--- src/design/s20sc_pkg.sv ---
// ----------------------------------------------------------------------------
// s20sc_pkg
// shared types, constants and round functions of the salsa20 stream cipher
// ----------------------------------------------------------------------------
package s20sc_pkg;

    localparam int unsigned ROUND_COUNT_DEF = 20;
    localparam int unsigned QUEUE_DEPTH_DEF = 4;
    localparam int unsigned CFG_IDX_W       = 3;
    localparam int unsigned CFG_DATA_W      = 64;

    localparam logic [CFG_IDX_W-1:0] CFG_KEY_PAIR_0 = 3'd0;
    localparam logic [CFG_IDX_W-1:0] CFG_KEY_PAIR_1 = 3'd1;
    localparam logic [CFG_IDX_W-1:0] CFG_KEY_PAIR_2 = 3'd2;
    localparam logic [CFG_IDX_W-1:0] CFG_KEY_PAIR_3 = 3'd3;
    localparam logic [CFG_IDX_W-1:0] CFG_NONCE      = 3'd4;

    localparam logic [31:0] SIGMA_0 = 32'h61707865;
    localparam logic [31:0] SIGMA_1 = 32'h3320646e;
    localparam logic [31:0] SIGMA_2 = 32'h79622d32;
    localparam logic [31:0] SIGMA_3 = 32'h6b206574;

    typedef logic [31:0]          word_t;
    typedef word_t [15:0]         matrix_t;
    typedef logic [63:0]          ctr_t;
    typedef logic [5:0]           pos_t;
    typedef logic [3:0][63:0]     key_t;

    typedef struct packed {
        logic [7:0] data;
        logic       last;
        pos_t       pos;
        logic       new_block;
        ctr_t       ctr;
    } q_entry_t;

    typedef struct packed {
        logic busy;
        logic done;
        ctr_t ctr;
    } core_stat_t;

    typedef enum logic [1:0] {
        CORE_IDLE,
        CORE_ROUND,
        CORE_ADD,
        CORE_DONE
    } core_state_t;

    // quarter steps of one column round: target, two sources, rotation
    localparam logic [3:0] STEP_DST [4][4] = '{
        '{4'd4,  4'd9,  4'd14, 4'd3},
        '{4'd8,  4'd13, 4'd2,  4'd7},
        '{4'd12, 4'd1,  4'd6,  4'd11},
        '{4'd0,  4'd5,  4'd10, 4'd15}
    };
    localparam logic [3:0] STEP_SRC_A [4][4] = '{
        '{4'd0,  4'd5,  4'd10, 4'd15},
        '{4'd0,  4'd5,  4'd10, 4'd15},
        '{4'd8,  4'd13, 4'd2,  4'd7},
        '{4'd12, 4'd1,  4'd6,  4'd11}
    };
    localparam logic [3:0] STEP_SRC_B [4][4] = '{
        '{4'd12, 4'd1,  4'd6,  4'd11},
        '{4'd4,  4'd9,  4'd14, 4'd3},
        '{4'd4,  4'd9,  4'd14, 4'd3},
        '{4'd8,  4'd13, 4'd2,  4'd7}
    };
    localparam int unsigned STEP_ROT [4] = '{7, 9, 13, 18};

    function automatic word_t rotl(word_t v, int unsigned n);
        return (v << n) | (v >> (32 - n));
    endfunction

    function automatic matrix_t col_step(matrix_t m, int unsigned s);
        matrix_t r;
        r = m;
        for (int i = 0; i < 4; i++) begin
            r[STEP_DST[s][i]] = m[STEP_DST[s][i]]
                ^ rotl(m[STEP_SRC_A[s][i]] + m[STEP_SRC_B[s][i]], STEP_ROT[s]);
        end
        return r;
    endfunction

    function automatic matrix_t transpose(matrix_t m);
        matrix_t t;
        for (int r = 0; r < 4; r++) begin
            for (int c = 0; c < 4; c++) begin
                t[c*4 + r] = m[r*4 + c];
            end
        end
        return t;
    endfunction

    // first half: steps with rotation 7 and 9; second half: 13, 18 and transpose
    function automatic matrix_t half_round(matrix_t m, logic second);
        matrix_t r;
        if (!second) begin
            r = col_step(col_step(m, 0), 1);
        end else begin
            r = transpose(col_step(col_step(m, 2), 3));
        end
        return r;
    endfunction

    function automatic matrix_t init_matrix(key_t key, ctr_t nonce_v, ctr_t ctr);
        matrix_t m;
        m[0]  = SIGMA_0;
        m[1]  = key[0][31:0];
        m[2]  = key[0][63:32];
        m[3]  = key[1][31:0];
        m[4]  = key[1][63:32];
        m[5]  = SIGMA_1;
        m[6]  = nonce_v[63:32];
        m[7]  = nonce_v[31:0];
        m[8]  = ctr[31:0];
        m[9]  = ctr[63:32];
        m[10] = SIGMA_2;
        m[11] = key[2][31:0];
        m[12] = key[2][63:32];
        m[13] = key[3][31:0];
        m[14] = key[3][63:32];
        m[15] = SIGMA_3;
        return m;
    endfunction

    function automatic matrix_t add_matrix(matrix_t a, matrix_t b);
        matrix_t r;
        for (int i = 0; i < 16; i++) begin
            r[i] = a[i] + b[i];
        end
        return r;
    endfunction

endpackage

--- src/design/s20sc_front.sv ---
// ----------------------------------------------------------------------------
// s20sc_front
// accepts message bytes, tracks byte position and block counter, tags block starts
// ----------------------------------------------------------------------------
module s20sc_front (
    input  logic                  aclk,
    input  logic                  aresetn,
    input  logic                  s_valid,
    output logic                  s_ready,
    input  logic [7:0]            s_in_byte,
    input  logic                  s_last_byte,
    output logic                  push,
    output s20sc_pkg::q_entry_t   push_entry,
    input  logic                  q_full
);
    import s20sc_pkg::*;

    pos_t pos_reg, pos_next;
    ctr_t ctr_reg, ctr_next;

    assign s_ready = !q_full;
    assign push    = s_valid && !q_full;

    always_comb begin
        push_entry.data      = s_in_byte;
        push_entry.last      = s_last_byte;
        push_entry.pos       = pos_reg;
        push_entry.new_block = (pos_reg == '0);
        push_entry.ctr       = ctr_reg;
    end

    always_comb begin
        pos_next = pos_reg;
        ctr_next = ctr_reg;
        if (push) begin
            if (s_last_byte) begin
                pos_next = '0;
                ctr_next = '0;
            end else begin
                pos_next = pos_reg + 6'd1;
                if (pos_reg == 6'd63) begin
                    ctr_next = ctr_reg + 64'd1;
                end
            end
        end
    end

    always_ff @(posedge aclk) begin
        if (!aresetn) begin
            pos_reg <= '0;
            ctr_reg <= '0;
        end else begin
            pos_reg <= pos_next;
            ctr_reg <= ctr_next;
        end
    end

endmodule

--- config.mk ---
export PLATFORM = sky130hd
export DESIGN_NAME = s20sc_front
export DESIGN_NICKNAME = d
export VERILOG_FILES = /design/src/design/s20sc_pkg.sv /design/src/design/s20sc_front.sv
export SDC_FILE = /design/constraint.sdc
export NUM_CORES = 1
export LEC_CHECK = 0
export BUFFER_PORTS_ARGS = -buffer_cell sky130_fd_sc_hd__buf_2
export CORE_MARGIN = 10
export CORE_UTILIZATION = 56
export CTS_CLUSTER_DIAMETER = 40
export CTS_CLUSTER_SIZE = 25
export DETAILED_ROUTE_END_ITERATION = 10
export GPL_TIMING_DRIVEN = 0
export HOLD_SLACK_MARGIN = 0.02
export PLACE_DENSITY = 0.84
export SKIP_CTS_REPAIR_TIMING = 1
export SLEW_MARGIN = 30
export SYNTH_ARGS = -nofsm -noshare
export SYNTH_HDL_FRONTEND = slang
export SYNTH_SLANG_ARGS = --single-unit
--- constraint.sdc ---
create_clock -name aclk -period 5.4 [get_ports aclk]
set_input_delay 1.08 -clock aclk [delete_from_list [all_inputs] [get_ports aclk]]
set_output_delay 1.08 -clock aclk [all_outputs]
set_load 0.01 [all_outputs]
==> results.cfg <==
[clocking]
cts_max_path_buffers = 2
cts-root-buf = clkbuf_8
cts_htree_levels = 3
clk_transition_reported_paths_ps = 70
numCtsBuffers = 9
tritoncts = yes
clk-insertion-delay-late_ps = 350
tritoncts_num_sinks = 70

[power]
report.power.total_mw = 0.914
power.ir.vdd_worst_mv = 0.158
cellPowerDensity_nw_per_um2 = 223
leakagePower_nw = 1.63

[die]
die_w_um = 98.1
initial_utilization = 0.577
die_height_um = 98.1
top_level_ports = 95
design.die.area_um2 = 9620
fp-row-count = 28
floorplan.core_area_um2 = 5920

[sta]
worst_slew_pin_slew_ps = 597
timing_hold_violations_final = 0
setup_repair_after_global_routing_missed_its_margin = false
period_needed_ps = 2780
finalMaxSlewViolations = 0
totalNegativeSetupSlack_ps = 0
final.period_utilization = 0.516
maximum_clock_skew_at_final_layout_ps = 9.32
setup_violations = 0
highest_clock_rate_mhz = 359
setup_ws_ps = 2620
worst_relative_slew_slack = 0.598

[synthesis]
synth_compound_area_frac = 0.141
yosysUniqueCellTypes = 39
synth.yosys.seq_area_share = 0.410
synthAdderAreaFrac = 0.0110
synth_top_area_frac = 0.410
area_of_the_mapped_netlist_um2 = 3420
yosys_warnings = 0
synth-seq-cells = 70
netlist_instances = 405
largest_family_of_logic_cells_by_synthesized_area = simple AND/OR/NAND/NOR gates
synth_largest_area_cell = dfxtp_1
synthMostInstantiatedCell = dfxtp_1
postSynthNetCount = 421
post_synth_and_or_nand_nor_area_fraction = 0.315
synth-edff-count = 0
synth.top_cells.by_area = dfxtp_1 (41%), xor2_1 (5.9%), a21oi_1 (5.9%), nand4_1 (4.6%), nor2_1 (4.3%)
synthMuxAreaShare = 0
synth.avg_cell_area_um2 = 8.43
ys_top_cells_by_count = dfxtp_1 (70), a21oi_1 (40), nor2_1 (39)
async_s_r_ff_share_synth = 0
synth_xor_area_frac = 0.0692
synth_ff_type = dfxtp_1

[layout]
flow.area_growth_from_synthesis_pct = 19.9
final_nets = 518
multiInputGateArea_um2 = 1830
drive_above_1_share = 0.244
final-seq-area_um2 = 1400
largest_register_ffs = 64
layout.filler_cells = 513
final_core_utilization = 0.692
antenna_cells_inserted = 0

[detailed_routing]
routed_wl_um = 9520
route.detailed.drc = 0
wl_per_cell_um = 16.4
route.antenna.remaining_nets = 0
drt_pass1_iterations = 5
detailroute.via_count = 3440
route.detailed.vias_per_inst = 5.93
first_iter_violations = 176

[hold_path]
worstHoldStart = ctr_reg[48]
hold_class = flop to flop

[placed_design]
finalWeightedCongestion = 0.809
place.port_buffers = 86
place_ws_ps = 2270
detailed_place_hpwl_um = 7080

[setup_path]
cp_data_arrival_time_ps = 3000
worst_ep_required_time_ps = 5620
timing_worst_setup_path_type = input port to flop
worstSetupEndpointType = flop
critPathLaunch = q_full
rr_startpoint = ctr_reg[0]
crit_path_end = ctr_reg[46]
path_max_fanout = 10
critical_path.startpoint_type = input port
rr_worst_depth = 8
reg2reg_to = ctr_reg[46]
ff2ff_setup_slack_ps = 2710

[grt]
grt_max_degree = 11
grt_first_pass_wirelength_um = 15300
grt_usage = 0.186
via_count_of_the_first_global_routing_pass = 3364
grt-ovfl-total = 0
number_of_antenna_violations_at_the_first_check_in_global_routing = 0

[flow_run]
drv.max_cap_violation_count = 0

[outcome]
outcome = finished, final reports clean
[metrics by stage]
stage	cells	cell area, um^2	hold slack (ps)
5_1_grt	580	4100	531
3_5_place_dp	566	3940	489
2_1_floorplan	405	3420	504
3_3_place_gp	566	3940	467
4_1_cts	580	4100	500
6_report	580	4100	500
[worst min-delay path by stage]
| stage | endpoint | cells past startpoint |
|---|---|---|
| floorplan | ctr_reg[61] | 2 |
| global placement | ctr_reg[61] | 2 |
| detailed placement | ctr_reg[25] | 2 |
| CTS | ctr_reg[25] | 2 |
| global route | ctr_reg[42] | 2 |
| finish | ctr_reg[48] | 2 |
[layer usage]
layer	wire (um)	GRT usage
met5	0	0
met4	221	0.0984
met3	602	0.0493
met2	4680	0.312
met1	4020	0.212
[placed cells by master (no fill, tap or decap), types with 2 or more instances in the layout]
cell / instances
a21oi_1: 40
and3_1: 6
buf_1: 2
buf_2: 90
buf_4: 9
clkbuf_1: 11
clkbuf_8: 10
clkinv_2: 2
dfxtp_1: 70
ha_1: 3
inv_1: 11
nand2_1: 30
nand3_1: 20
nand3_2: 2
nand4_1: 25
nand4_2: 3
nor2_1: 39
nor2b_1: 2
nor4_1: 5
nor4_4: 3
o21ai_0: 25
o31ai_1: 14
or3_1: 23
or4_1: 18
xnor2_1: 4
xor2_1: 23
[critical path: stages]
cell	delay, ps
buf_2	110
nor2b_1	90
buf_2	190
a22o_1	340
nand4_2	290
buf_2	290
buf_2	210
o31ai_1	290
a21oi_1	100
[cell type report]
cell class | instances | share of cell area
Tap cell | 75 | 0.0229
Clock inverter | 2 | 0.00244
Timing Repair Buffer | 86 | 0.105
Inverter | 11 | 0.0101
Multi-Input combinational cell | 299 | 0.448
Clock buffer | 12 | 0.0354
Sequential cell | 70 | 0.342
Buffer | 25 | 0.0342
[power by group]
part,switching [mW],leakage [nW],internal (mW)
clock,0.186,0.0821,0.173
combinational,0.0235,0.980,0.0138
sequential,0.00108,0.564,0.517
total,0.211,1.63,0.704
[logic make-up after synthesis]
logic type,Yosys count
AO/OA/AOI/OAI,85
adder cells (fa/ha/maj),3
buffers and inverters,36
AND/OR/NAND/NOR,184
XOR/XNOR,27
flip-flops,70
Power figures use the tool's default switching activity.
