[src/design/s20sc_pkg.sv]
// ----------------------------------------------------------------------------
// s20sc_pkg
// shared types, constants and round functions of the salsa20 stream cipher
// ----------------------------------------------------------------------------
package s20sc_pkg;

    localparam int unsigned ROUND_COUNT_DEF = 20;
    localparam int unsigned QUEUE_DEPTH_DEF = 4;
    localparam int unsigned CFG_IDX_W       = 3;
    localparam int unsigned CFG_DATA_W      = 64;

    localparam logic [CFG_IDX_W-1:0] CFG_KEY_PAIR_0 = 3'd0;
    localparam logic [CFG_IDX_W-1:0] CFG_KEY_PAIR_1 = 3'd1;
    localparam logic [CFG_IDX_W-1:0] CFG_KEY_PAIR_2 = 3'd2;
    localparam logic [CFG_IDX_W-1:0] CFG_KEY_PAIR_3 = 3'd3;
    localparam logic [CFG_IDX_W-1:0] CFG_NONCE      = 3'd4;

    localparam logic [31:0] SIGMA_0 = 32'h61707865;
    localparam logic [31:0] SIGMA_1 = 32'h3320646e;
    localparam logic [31:0] SIGMA_2 = 32'h79622d32;
    localparam logic [31:0] SIGMA_3 = 32'h6b206574;

    typedef logic [31:0]          word_t;
    typedef word_t [15:0]         matrix_t;
    typedef logic [63:0]          ctr_t;
    typedef logic [5:0]           pos_t;
    typedef logic [3:0][63:0]     key_t;

    typedef struct packed {
        logic [7:0] data;
        logic       last;
        pos_t       pos;
        logic       new_block;
        ctr_t       ctr;
    } q_entry_t;

    typedef struct packed {
        logic busy;
        logic done;
        ctr_t ctr;
    } core_stat_t;

    typedef enum logic [1:0] {
        CORE_IDLE,
        CORE_ROUND,
        CORE_ADD,
        CORE_DONE
    } core_state_t;

    // quarter steps of one column round: target, two sources, rotation
    localparam logic [3:0] STEP_DST [4][4] = '{
        '{4'd4,  4'd9,  4'd14, 4'd3},
        '{4'd8,  4'd13, 4'd2,  4'd7},
        '{4'd12, 4'd1,  4'd6,  4'd11},
        '{4'd0,  4'd5,  4'd10, 4'd15}
    };
    localparam logic [3:0] STEP_SRC_A [4][4] = '{
        '{4'd0,  4'd5,  4'd10, 4'd15},
        '{4'd0,  4'd5,  4'd10, 4'd15},
        '{4'd8,  4'd13, 4'd2,  4'd7},
        '{4'd12, 4'd1,  4'd6,  4'd11}
    };
    localparam logic [3:0] STEP_SRC_B [4][4] = '{
        '{4'd12, 4'd1,  4'd6,  4'd11},
        '{4'd4,  4'd9,  4'd14, 4'd3},
        '{4'd4,  4'd9,  4'd14, 4'd3},
        '{4'd8,  4'd13, 4'd2,  4'd7}
    };
    localparam int unsigned STEP_ROT [4] = '{7, 9, 13, 18};

    function automatic word_t rotl(word_t v, int unsigned n);
        return (v << n) | (v >> (32 - n));
    endfunction

    function automatic matrix_t col_step(matrix_t m, int unsigned s);
        matrix_t r;
        r = m;
        for (int i = 0; i < 4; i++) begin
            r[STEP_DST[s][i]] = m[STEP_DST[s][i]]
                ^ rotl(m[STEP_SRC_A[s][i]] + m[STEP_SRC_B[s][i]], STEP_ROT[s]);
        end
        return r;
    endfunction

    function automatic matrix_t transpose(matrix_t m);
        matrix_t t;
        for (int r = 0; r < 4; r++) begin
            for (int c = 0; c < 4; c++) begin
                t[c*4 + r] = m[r*4 + c];
            end
        end
        return t;
    endfunction

    // first half: steps with rotation 7 and 9; second half: 13, 18 and transpose
    function automatic matrix_t half_round(matrix_t m, logic second);
        matrix_t r;
        if (!second) begin
            r = col_step(col_step(m, 0), 1);
        end else begin
            r = transpose(col_step(col_step(m, 2), 3));
        end
        return r;
    endfunction

    function automatic matrix_t init_matrix(key_t key, ctr_t nonce_v, ctr_t ctr);
        matrix_t m;
        m[0]  = SIGMA_0;
        m[1]  = key[0][31:0];
        m[2]  = key[0][63:32];
        m[3]  = key[1][31:0];
        m[4]  = key[1][63:32];
        m[5]  = SIGMA_1;
        m[6]  = nonce_v[63:32];
        m[7]  = nonce_v[31:0];
        m[8]  = ctr[31:0];
        m[9]  = ctr[63:32];
        m[10] = SIGMA_2;
        m[11] = key[2][31:0];
        m[12] = key[2][63:32];
        m[13] = key[3][31:0];
        m[14] = key[3][63:32];
        m[15] = SIGMA_3;
        return m;
    endfunction

    function automatic matrix_t add_matrix(matrix_t a, matrix_t b);
        matrix_t r;
        for (int i = 0; i < 16; i++) begin
            r[i] = a[i] + b[i];
        end
        return r;
    endfunction

endpackage

[src/design/s20sc_queue.sv]
// ----------------------------------------------------------------------------
// s20sc_queue
// short queue of tagged bytes between front and back
// ----------------------------------------------------------------------------
module s20sc_queue #(
    parameter int unsigned DEPTH = s20sc_pkg::QUEUE_DEPTH_DEF
) (
    input  logic                  aclk,
    input  logic                  aresetn,
    input  logic                  push,
    input  s20sc_pkg::q_entry_t   push_entry,
    output logic                  full,
    input  logic                  pop,
    output logic                  head_valid,
    output s20sc_pkg::q_entry_t   head
);
    import s20sc_pkg::*;

    localparam int unsigned PTR_W = (DEPTH > 1) ? $clog2(DEPTH) : 1;
    localparam int unsigned CNT_W = $clog2(DEPTH + 1);
    localparam logic [PTR_W-1:0] PTR_LAST = PTR_W'(DEPTH - 1);
    localparam logic [CNT_W-1:0] CNT_FULL = CNT_W'(DEPTH);

    q_entry_t         entry_reg [DEPTH];
    logic [PTR_W-1:0] wr_ptr_reg, wr_ptr_next;
    logic [PTR_W-1:0] rd_ptr_reg, rd_ptr_next;
    logic [CNT_W-1:0] cnt_reg, cnt_next;
    logic             do_push, do_pop;

    assign full       = (cnt_reg == CNT_FULL);
    assign head_valid = (cnt_reg != '0);
    assign head       = entry_reg[rd_ptr_reg];
    assign do_push    = push && !full;
    assign do_pop     = pop && head_valid;

    always_comb begin
        wr_ptr_next = wr_ptr_reg;
        rd_ptr_next = rd_ptr_reg;
        cnt_next    = cnt_reg;
        if (do_push) begin
            wr_ptr_next = (wr_ptr_reg == PTR_LAST) ? '0 : wr_ptr_reg + PTR_W'(1);
        end
        if (do_pop) begin
            rd_ptr_next = (rd_ptr_reg == PTR_LAST) ? '0 : rd_ptr_reg + PTR_W'(1);
        end
        if (do_push && !do_pop) begin
            cnt_next = cnt_reg + CNT_W'(1);
        end else if (do_pop && !do_push) begin
            cnt_next = cnt_reg - CNT_W'(1);
        end
    end

    always_ff @(posedge aclk) begin
        if (!aresetn) begin
            wr_ptr_reg <= '0;
            rd_ptr_reg <= '0;
            cnt_reg    <= '0;
        end else begin
            wr_ptr_reg <= wr_ptr_next;
            rd_ptr_reg <= rd_ptr_next;
            cnt_reg    <= cnt_next;
        end
    end

    always_ff @(posedge aclk) begin
        if (do_push) begin
            entry_reg[wr_ptr_reg] <= push_entry;
        end
    end

endmodule

[config.mk]
export PLATFORM = sky130hd
export DESIGN_NAME = s20sc_queue
export DESIGN_NICKNAME = d
export VERILOG_FILES = /design/src/design/s20sc_pkg.sv /design/src/design/s20sc_queue.sv
export SDC_FILE = /design/constraint.sdc
export NUM_CORES = 1
export LEC_CHECK = 0
export BUFFER_PORTS_ARGS = -buffer_cell sky130_fd_sc_hd__buf_4
export CELL_PAD_IN_SITES_DETAIL_PLACEMENT = 1
export CELL_PAD_IN_SITES_GLOBAL_PLACEMENT = 1
export CORE_MARGIN = 3
export CORE_UTILIZATION = 50
export DETAILED_ROUTE_END_ITERATION = 8
export GPL_TIMING_DRIVEN = 1
export PLACE_DENSITY = 0.76
export SLEW_MARGIN = 5
export SYNTH_ARGS = -nofsm -noshare
export SYNTH_HDL_FRONTEND = slang
export SYNTH_SLANG_ARGS = --single-unit
[constraint.sdc]
create_clock -name aclk -period 4.11 [get_ports aclk]
set_clock_uncertainty 0.2 [all_clocks]
set_input_delay 0.2055 -clock aclk [delete_from_list [all_inputs] [get_ports aclk]]
set_output_delay 0.2055 -clock aclk [all_outputs]
set_load 0.1 [all_outputs]
==> results of run 1 <==
-- layout make-up --
cell class                 count  area (sq um)
antenna                        3         7.507
multi-input combinational    117          2093
tap                          319         399.1
fill                        1930          7953
sequential                   329          9797
timing repair buffer         253          2167
inverter                       3         11.26
clock buffer                  45         955.9
clock inverter                16         229.0
-- logic make-up (layout without fill, tap and decap cells) --
family	count (synthesis)	in the layout	synth area share
AOI/OAI and AO/OA	5	5	0.002481
xor gates and xnor gates	2	2	0.001448
adders and majority gates	7	7	0.007857
buffers and inverters	23	317	0.01943
DFF	329	329	0.8088
muxes	83	83	0.1513
other	0	3	0
and+or+nand+nor	20	20	0.008581
-- power by group through the flow --
stage	combinational [mW]	sequential, mW	clock (mW)
after detailed placement	4.69	4.36	0
after global placement	4.66	4.32	0
final	4.72	4.29	3.22
after floorplan	3.92	4.24	0
after CTS	4.77	4.30	3.28
after global routing	4.88	4.33	3.44
-- what timing repair did --
action                                 in CTS  in global routing
endpoints found under the hold margin     329                  0
setup endpoints to repair                   0                  0
hold buffers                               82                  0
-- stage by stage --
step                      hold slack (ns)  total power, mW  area, sq um  utilization
final                             0.03783            12.24        15660       0.6632
after global routing              0.03615            12.66        15660       0.6632
after CTS                         0.02020            12.36        15650       0.6629
after detailed placement           0.2088            9.054        13650       0.5779
after global placement             0.2050            8.979        13650       0.5779
after floorplan                    0.1044            8.159        12110            -
-- critical path: stages, from the launching register on --
cell and delay [ns]:
dfxtp_4 1.12, mux4_2 0.46, buf_4 0.31
-- synth_stat cells --
cell type | n | share of area
edfxtp_1 | 320 | 0.79
mux4_2 | 80 | 0.15
buf_2 | 9 | 0.0037
dfxtp_1 | 9 | 0.015
buf_12 | 8 | 0.013
ha_1 | 6 | 0.0062
nand2_1 | 6 | 0.0019
and2_1 | 5 | 0.0026
inv_1 | 3 | 0.00093
mux2i_1 | 3 | 0.0025
o21ai_0 | 3 | 0.0012
nand3_1 | 2 | 0.00083
nor2_1 | 2 | 0.00062
nor2b_1 | 2 | 0.0010
or3_1 | 2 | 0.0010
a21boi_0 | 1 | 0.00062
buf_1 | 1 | 0.00031
buf_6 | 1 | 0.00093
clkbuf_1 | 1 | 0.00031
fa_1 | 1 | 0.0017
nor3b_1 | 1 | 0.00062
o31ai_1 | 1 | 0.00062
xnor2_1 | 1 | 0.00072
xor2_1 | 1 | 0.00072
-- final timing paths --
kind                                 to  cells past startpoint  slack (ns)                  startpoint
max                            head[72]                      2        1.28                    register
min          wr_ptr_reg[1]$_SDFFE_PN0P_                      3        0.04                        push
max reg2reg     cnt_reg[2]$_SDFFE_PN0P_                      8        1.41     cnt_reg[0]$_SDFFE_PN0P_
min reg2reg  wr_ptr_reg[1]$_SDFFE_PN0P_                      2        0.34  wr_ptr_reg[1]$_SDFFE_PN0P_
-- per-layer routing --
metal | share of wire | wire (um) | track usage
met5 | 0 | 0 | 0
met2 | 0.52 | 13370 | 0.3419
met3 | 0.060 | 1541 | 0.04514
met4 | 0.017 | 424 | 0.05241
met1 | 0.40 | 10150 | 0.2648
==> results.tsv, run 1 <==
metric	value	unit
routability cong.	0.7462	
grt ovf	0	
RSZ-0062 raised after global routing	no	
initial antenna violation count	3	
clock tree buffer depth	3	
CP Class	register to primary output	
worst-path maximum fanout	80	
vias per cell	5.378	
Hold WC Path Type	input port to register	
final worst slack	1.276	ns
wire per inst	23.48	um
Post-CTS Setup Bufs	0	
Flop pwr share	0.351	
initial DRC count	423	
yosys warns	0	
Pwr Density	781.6	nW/um^2
standard-cell row count	56	
hpwl dp	14940	um
Int Power	7.307	mW
final hold violations	0	
critical path required time	3.70	ns
f_max	352.8	MHz
CTS HTree Levels	2	
leak pwr	5.328	nW
max cap viols	0	
final net count	830	
Die Height	161.6	um
# DRC	0	
Slew HR	0.2189	
first-pass GRT wire length	39590	um
Finished Layout Cells	1085	
switch share	0.4030	
post-synth cell types	24	
DP Worst Slack	1.460	ns
Comb pwr share	0.386	
Post-CTS Resized	0	
Min Clock Period, post-route	2.834	ns
Switching Power	4.933	mW
flops & latches, synth	329	
Avg Inst Size Synth	25.81	sq um
Seq/Total Area, Yosys	0.8088	
Setup crit start kind	register	
largest net degree at the start of global routing	81	
most common cell after layout, fill and taps aside	edfxtp_1	
area of the core	23610	sq um
synthesized instance count	469	
CTS tree	built	
max reg flops	320	
I/O pin cnt	166	
commonest cells after routing, fill and taps aside	edfxtp_1, buf_4, dlygate4sd3_1	
Syn-to-layout area delta	29.39	%
period utilization	0.6896	
clock sink total	329	
fraction of layout cells with a size suffix above 1	0.4010	
Fin Setup TNS	0	ns
final setup fails	0	
WP data arrival	2.43	ns
worst ir drop on vdd	0.7530	mV
Worst-path clk slew	0.06	ns
post-synth design cell area	12100	sq um
Die Area	26110	sq um
Placed Instances	939	
DRT Wirelength	25480	um
vias in the first global route	6613	
endpoint type of the worst setup path	primary output	
Die Width	161.6	um
PortBufs	165	
Skew-Pair Late Insertion Delay	0.50	ns
clock power share	0.263	
total CTS buffers	35	
total number of vias	5835	
Routed Antenna Nets	0	
CTS root buffer	clkbuf_16	
Worst Max-Slew Pin Slew	1.172	ns
All-Layer GR Usage	0.2004	
status	completed	
drt pass-1 iters	5	
Syn Nets	560	
max-slew violations	0	
starting density of the core	0.5126	
Note: power is estimated with default switching activity, not from simulation.
==> run 2, diff against run 1 <==
--- a/config.mk
+++ b/config.mk
@@ -5,11 +5,12 @@
 export SDC_FILE = /design/constraint.sdc
 export NUM_CORES = 1
 export LEC_CHECK = 0
+export ABC_AREA = 1
 export BUFFER_PORTS_ARGS = -buffer_cell sky130_fd_sc_hd__buf_4
 export CELL_PAD_IN_SITES_DETAIL_PLACEMENT = 1
 export CELL_PAD_IN_SITES_GLOBAL_PLACEMENT = 1
 export CORE_MARGIN = 3
-export CORE_UTILIZATION = 50
+export CORE_UTILIZATION = 47
 export DETAILED_ROUTE_END_ITERATION = 8
 export GPL_TIMING_DRIVEN = 1
 export PLACE_DENSITY = 0.76
==> constraint.sdc (replaced) <==
create_clock -name aclk -period 2.8 [get_ports aclk]
set_clock_uncertainty 0.2 [all_clocks]
set_input_delay 0.14 -clock aclk [delete_from_list [all_inputs] [get_ports aclk]]
set_output_delay 0.14 -clock aclk [all_outputs]
set_load 0.1 [all_outputs]
==> run 2 against run 1 <==
Area after synthesis grew 1.8%. Synthesized cell count is 80% higher. Critical path depth rose by 3. Non-clock buffer count up 11. First-iteration DRC count increased by 66%. Global-route usage up 1.7 points. Via count rose by 36%. Utilization shrank 4.2 points.
==> results.tsv, run 2 <==
metric	value	unit	change
I/O pin cnt	166		unchanged
wire per inst	21.21	um	was 23.48 um
Finished Core Util	0.6216		was 0.6632
final hold violations	0		unchanged
drt pass-1 iters	5		unchanged
clock sink total	329		unchanged
Die Height	167.9	um	was 161.6 um
critical path required time	2.46	ns	was 3.70 ns
total CTS buffers	36		was 35
DRT Wirelength	30740	um	was 25480 um
Post-synth EDFFs	320		unchanged
Die Area	28180	sq um	was 26110 sq um
worst-path maximum fanout	55		was 80
WP data arrival	2.26	ns	was 2.43 ns
Worst Max-Slew Pin Slew	0.5988	ns	was 1.172 ns
PortBufs	165		unchanged
Synth area leader	edfxtp_1		unchanged
count leader, synth	edfxtp_1		unchanged
CTS tree	built		unchanged
Worst R2R Path Depth	9		was 8
final worst slack	0.2009	ns	was 1.276 ns
initial antenna violation count	0		was 3
endpoint type of the worst setup path	primary output		unchanged
# DRC	0		unchanged
CTS HTree Levels	2		unchanged
final hold slack	0.1836	ns	was 0.03783 ns
max reg flops	320		unchanged
max-slew violations	0		unchanged
Min Clock Period, post-route	2.599	ns	
Seq/Total Area, Yosys	0.7948		was 0.8088
grt ovf	0		unchanged
most instantiated cells after synthesis	edfxtp_1, nor2_1, o21ai_0		was edfxtp_1, mux4_2, buf_2, dfxtp_1, buf_12
Syn-to-layout area delta	28.56	%	was 29.39%
starting density of the core	0.4835		was 0.5126
CTS root buffer	clkbuf_16		unchanged
DP Worst Slack	0.4155	ns	was 1.460 ns
Routed Antenna Nets	0		unchanged
initial DRC count	701		was 423
vias per cell	5.495		was 5.378
routability cong.	0.7293		was 0.7462
Slew HR	0.6008		was 0.2189
standard-cell row count	58		was 56
Avg Inst Size Synth	14.58	sq um	was 25.81 sq um
asr flop ratio synth	0		unchanged
Syn Nets	936		was 560
flops & latches, synth	329		unchanged
vias in the first global route	8829		was 6613
post-synth top area share	0.7802		was 0.7940
Worst-path clk slew	0.06	ns	about the same
yosys warns	0		unchanged
area of the core	25470	sq um	was 23610 sq um
clock tree buffer depth	3		unchanged
final net count	1186		was 830
Setup crit start kind	register		unchanged
max cap viols	0		unchanged
Hold WC Path Type	input port to register		unchanged
Top FF cell, synth	edfxtp_1		unchanged
status	completed		unchanged
All-Layer GR Usage	0.2178		was 0.2004
final setup fails	0		unchanged
Die Width	167.9	um	was 161.6 um
total number of vias	7962		was 5835
fraction of layout cells with a size suffix above 1	0.2039		was 0.4010
hpwl dp	16300	um	was 14940 um
Skew-Pair Late Insertion Delay	0.50	ns	about the same
hold path depth	2		was 3
top cells by area, synth	edfxtp_1, o21ai_0, nor2_1		was edfxtp_1, mux4_2, dfxtp_1
synthesized instance count	845		was 469
RSZ-0062 raised after global routing	no		unchanged
period utilization	0.9282		
largest net degree at the start of global routing	83		was 81
first-pass GRT wire length	48190	um	was 39590 um
f_max	384.8	MHz	
CP Class	register to primary output		unchanged
most common cell after layout, fill and taps aside	edfxtp_1		unchanged
post-synth cell types	20		was 24
commonest cells after routing, fill and taps aside	edfxtp_1, nor2_1, buf_4		was edfxtp_1, buf_4, dlygate4sd3_1
post-synth design cell area	12320	sq um	was 12100 sq um
==> run 2: logic make-up (layout without fill, tap and decap cells) <==
kind of cell               Yosys count  count (layout)  synth area share
adders and majority gates            7               7          0.007720
AOI/OAI and AO/OA                  244             244            0.1073
and+or+nand+nor                    195             195           0.06004
other                                0               1                 0
DFF                                329             329            0.7948
buffers and inverters               70             343           0.03017
==> run 2: layout make-up <==
type	instances	area (sq um)
clock inverter	15	85.08
clock buffer	46	959.7
antenna	1	2.502
inverter	18	72.57
sequential	329	9794
timing repair buffer	264	2321
tap	330	412.9
fill	2409	9638
multi-input combinational	446	2186
==> run 2: per-layer routing <==
metal	up-vias	GRT usage	wire length, um
li1	3663	-	-
met1	4017	0.2690	12370
met2	218	0.3848	15870
met3	64	0.04485	1672
met4	0	0.07222	823
met5	-	0	0
==> run 2: what timing repair did <==
item | CTS | global route
gates resized for setup | 0 | 1
setup buffers | 0 | 0
hold buffers | 84 | 0
endpoints found under the setup margin | 0 | 2
hold endpoints to repair | 329 | 0
==> run 2: path summary, 6_finish.rpt <==
| path | start | end | slack [ns] |
|---|---|---|---|
| setup / recovery | register | head[54] | 0.20 |
| hold / removal | push_entry[18] | entry_reg[0][18]$_DFFE_PP_ | 0.18 |
| setup reg to reg | cnt_reg[1]$_SDFFE_PN0P_ | cnt_reg[1]$_SDFFE_PN0P_ | 0.36 |
| hold reg to reg | cnt_reg[0]$_SDFFE_PN0P_ | cnt_reg[0]$_SDFFE_PN0P_ | 0.32 |
==> run 2: through the flow <==
| stage | std cells | instance area [sq um] | setup TNS (ns) |
|---|---|---|---|
| 5_1_grt | 1448 | 15830 | 0 |
| 3_5_place_dp | 1303 | 13940 | 0 |
| 2_1_floorplan | 845 | 12330 | -202.75 |
| 6_report | 1449 | 15830 | 0 |
| 3_3_place_gp | 1303 | 13940 | 0 |
| 4_1_cts | 1448 | 15830 | 0 |
==> run 2: critical path, stage by stage, from the launching register on <==
cell and delay [ns]:
dfxtp_4 0.38, inv_6 0.32, buf_4 0.31, o21ai_0 0.13, o22ai_1 0.25, buf_4 0.35
Power of run 2 is not shown: default switching activity piles up to over one toggle a cycle in this logic, so the estimate is an artifact.
